### src/hw/rtl/ddti_pkg.sv
// Shared types and constants for the disparity-to-depth table block.
package ddti_pkg;

  localparam int MAX_ENTRIES_DEF = 2048;

  localparam int DISP_W  = 16;
  localparam int DEPTH_W = 16;
  localparam int BYTE_W  = 8;
  localparam int FRAC_W  = 4;
  localparam int IDX_W   = 13;

  localparam logic [DISP_W:0] HALF_STEP = (DISP_W + 1)'(8);

  typedef enum logic {
    OP_LOOKUP = 1'b0,
    OP_LOAD   = 1'b1
  } ddti_op_t;

  typedef struct packed {
    logic accept_load;
    logic accept_lookup;
    logic issue_read;
    logic do_mul;
    logic load_out;
  } ddti_cmd_t;

endpackage

### src/hw/rtl/ddti_ctrl.sv
// Controller state machine: sequences one lookup and owns the output valid flag.
module ddti_ctrl (
  input  logic               clk,
  input  logic               rst,
  input  logic               in_valid,
  input  logic               opcode,
  output logic               in_ready,
  input  logic               out_ready,
  output logic               out_valid,
  output ddti_pkg::ddti_cmd_t cmd
);
  import ddti_pkg::*;

  typedef enum logic [1:0] {
    ST_IDLE,
    ST_READ,
    ST_MUL,
    ST_FINISH
  } state_t;

  state_t state;
  logic   accept;

  assign in_ready = (state == ST_IDLE);
  assign accept   = in_valid && in_ready;

  always_comb begin
    cmd               = '0;
    cmd.accept_load   = accept && (opcode == OP_LOAD);
    cmd.accept_lookup = accept && (opcode == OP_LOOKUP);
    cmd.issue_read    = (state == ST_READ);
    cmd.do_mul        = (state == ST_MUL);
    cmd.load_out      = (state == ST_FINISH) && (!out_valid || out_ready);
  end

  always_ff @(posedge clk) begin
    if (rst) begin
      state     <= ST_IDLE;
      out_valid <= 1'b0;
    end else begin
      // Hold the finished word until taken; a new result refills at once.
      if (cmd.load_out) begin
        out_valid <= 1'b1;
      end else if (out_ready) begin
        out_valid <= 1'b0;
      end
      unique case (state)
        ST_IDLE: begin
          if (cmd.accept_lookup) state <= ST_READ;
        end
        ST_READ:   state <= ST_MUL;
        ST_MUL:    state <= ST_FINISH;
        ST_FINISH: begin
          if (cmd.load_out) state <= ST_IDLE;
        end
        default:   state <= ST_IDLE;
      endcase
    end
  end

endmodule

### config.mk
export PLATFORM = sky130hd
export DESIGN_NAME = ddti_ctrl
export DESIGN_NICKNAME = d
export VERILOG_FILES = /design/src/hw/rtl/ddti_pkg.sv /design/src/hw/rtl/ddti_ctrl.sv
export SDC_FILE = /design/constraint.sdc
export NUM_CORES = 1
export LEC_CHECK = 0
export BUFFER_PORTS_ARGS = -buffer_cell sky130_fd_sc_hd__buf_4
export CAP_MARGIN = 10
export CORE_AREA = 2 2 39 41
export DETAILED_ROUTE_END_ITERATION = 7
export DIE_AREA = 0 0 41 43
export GPL_ROUTABILITY_DRIVEN = 0
export GPL_TIMING_DRIVEN = 0
export PLACE_DENSITY_LB_ADDON = 0.12
export SYNTH_ARGS = -nofsm -noshare
export SYNTH_HDL_FRONTEND = slang
export SYNTH_SLANG_ARGS = --single-unit
### constraint.sdc
create_clock -name clk -period 2.7 [get_ports clk]
set_input_delay 0.54 -clock clk [delete_from_list [all_inputs] [get_ports clk]]
set_output_delay 0.54 -clock clk [all_outputs]
set_load 0.05 [all_outputs]
==> reports/results.ini <==
[outcome]
outcome=finished clean

[global_routing]
grt_use_total=0.0700
grt-ovfl-total=0
grt_first_pass_wirelength_um=772
grt_pass1_vias=216
grt_start_max_net_pins=6
antenna_found_initial=0

[power]
switching_share=0.509
finalPower_w=0.000409
seqPwrFrac=0.178
switchingPower_w=0.000208
clkPwrFrac=0.192
internal_power_w=0.000201
ir_worst_vdd_mv=0.330
combPwrFrac=0.630
leakagePower_nw=0.187
power.density_mw_per_mm2=1130

[floorplan]
io_pins=12
initial_core_util=0.168
dieArea_mm2=0.00176
fp.dieW_um=41
core_area_mm2=0.00138
die_h_um=43
rows=14

[sta]
hold_viol=0
worst_pin_slew_ps=214
fin_worst_skew_ps=3.20
finalSetupTns_ps=0
rsz0062_at_grt=no
final_max_slew_viol_count=0
slew-limit-headroom=0.858
fmax_mhz=537
setup_viol=0
fin_crit_sh=0.690
min_period_ps=1860

[finish]
synthToLayoutAreaGrowth_pct=55.4
fillerInstances=167
finalNetCount=50
drive_above_1_share=0.425
mostFrequentLayoutCells=11 x buf_4, 4 x nor2_1, 4 x ha_1
regArea_um2=60.1
multi_input_area_um2=165
layout.cells.most_common=buf_4
diodes=0

[synthesis]
syn_avg_cell_area_um2=9.31
synth_cell_type_count=15
ys.warnings.count=0
syn-cell-area_um2=233
syn_inst=25
synth_area_leaders=dfxtp_1 26%, ha_1 22%, a21boi_4 8.1%
synth_top_area_frac=0.258
yosysTopAreaCell=dfxtp_1
yosysSeqAreaShare=0.258
ys_seq_elements=3
syn_nets=34

[run]
cap_violations=0

[cts]
cts.sinks=3
cts_tree=built
cts_setup_buffers=0
holdBufCountCts=0
cts_max_level=1
clkTransAtPathRegs_ps=40
root_buffer=clkbuf_4
cts_inserted_buffers=3
cts_resized=0
clk_latency_ps=230
clockBufferDepth=2

[setup_path]
crit_family=flip-flops
arrival_ps=1320
crit_type=flip-flop to output port
crit_slowest_cell=dfxtp_1
endpoint_kind=output port
max_stage_delay_ps=330
critPathRequiredTime_ps=2160
cp_max_fo=5
path_buf_inv=2
crit_chain=inv_1, ha_1, nand2_1, nor2_1, buf_4
start_kind=flip-flop

[detailed_routing]
drt_wl_total_um=461
firstDrtPassIters=2
final_antenna_net_count=0
via_per_inst=3.88
vias=217
initialDrtViolationCount=3
drc=0
wire_per_inst_um=8.23

[placement]
io_buffers=11

[min_path]
min_path_type=primary input to flip-flop

[layout make-up]
type                       instances  area share
multi-input combinational         20       0.457
tap                               16      0.0554
timing repair buffer              11       0.228
inverter                           2      0.0208
clock buffer                       4      0.0727
sequential                         3       0.166
[worst paths after layout]
kind / endpoint / depth (start not counted) / startpoint / slack [ps]
setup / recovery: cmd[3] / 5 / state[0] / 840
hold / removal: out_valid / 2 / rst / 480
setup reg to reg: state[1] / 4 / state[0] / 1540
hold reg to reg: state[1] / 2 / state[1] / 520
[cells by family after synthesis]
family	after synthesis	synth area share
mux	1	0.0430
simple gates	12	0.317
compound gates	3	0.134
buf+inv	2	0.0323
flops	3	0.258
fa+ha+maj	4	0.215
[sequential cells by signal (all words and copies together) (netlist names)]
name	count
out_valid	1
state	2
[per-layer routing]
layer  vias up  wire (µm)  share of wire  GRT usage
met5         -          0              0          0
met4         0          0              0     0.0600
li1        112          -              -          -
met2         7        242           0.52      0.103
met3         0         46           0.10     0.0471
met1        98        172           0.37     0.0603
[synth_stat cells]
cell type  n
nand2b_2   1
a21oi_1    1
nand2_1    1
ha_1       4
and3_1     1
nor2b_1    2
nand2b_1   1
mux2i_1    1
inv_1      2
dfxtp_1    3
a21boi_4   1
nand2b_4   1
o21a_1     1
nor2_1     4
nand3b_1   1
[stage by stage]
stage | hold WS (ps) | area (µm²) | std cells | util | worst slack [ps]
after floorplan | 482 | 233 | 25 | - | 446
after global placement | 514 | 335 | 52 | 0.242 | 1090
after detailed placement | 521 | 335 | 52 | 0.242 | 1060
after CTS | 472 | 362 | 56 | 0.261 | 808
after global routing | 485 | 362 | 56 | 0.261 | 752
final | 483 | 362 | 56 | 0.261 | 838
[worst reg2reg max path: stages (launching register included)]
cell and delay (ps):
dfxtp_1 380, inv_1 80, ha_1 270, a21boi_4 170
mux2i_1 180
[power groups by stage]
stage	Sequential (W)	Clock, W	Combinational, W
2_1_floorplan	0.0000743	0	0.000198
3_3_place_gp	0.0000735	0	0.000259
3_5_place_dp	0.0000740	0	0.000261
4_1_cts	0.0000732	0.0000851	0.000261
5_1_grt	0.0000742	0.0000904	0.000278
6_report	0.0000728	0.0000785	0.000257
No activity file was read; power rests on OpenSTA's default activity.
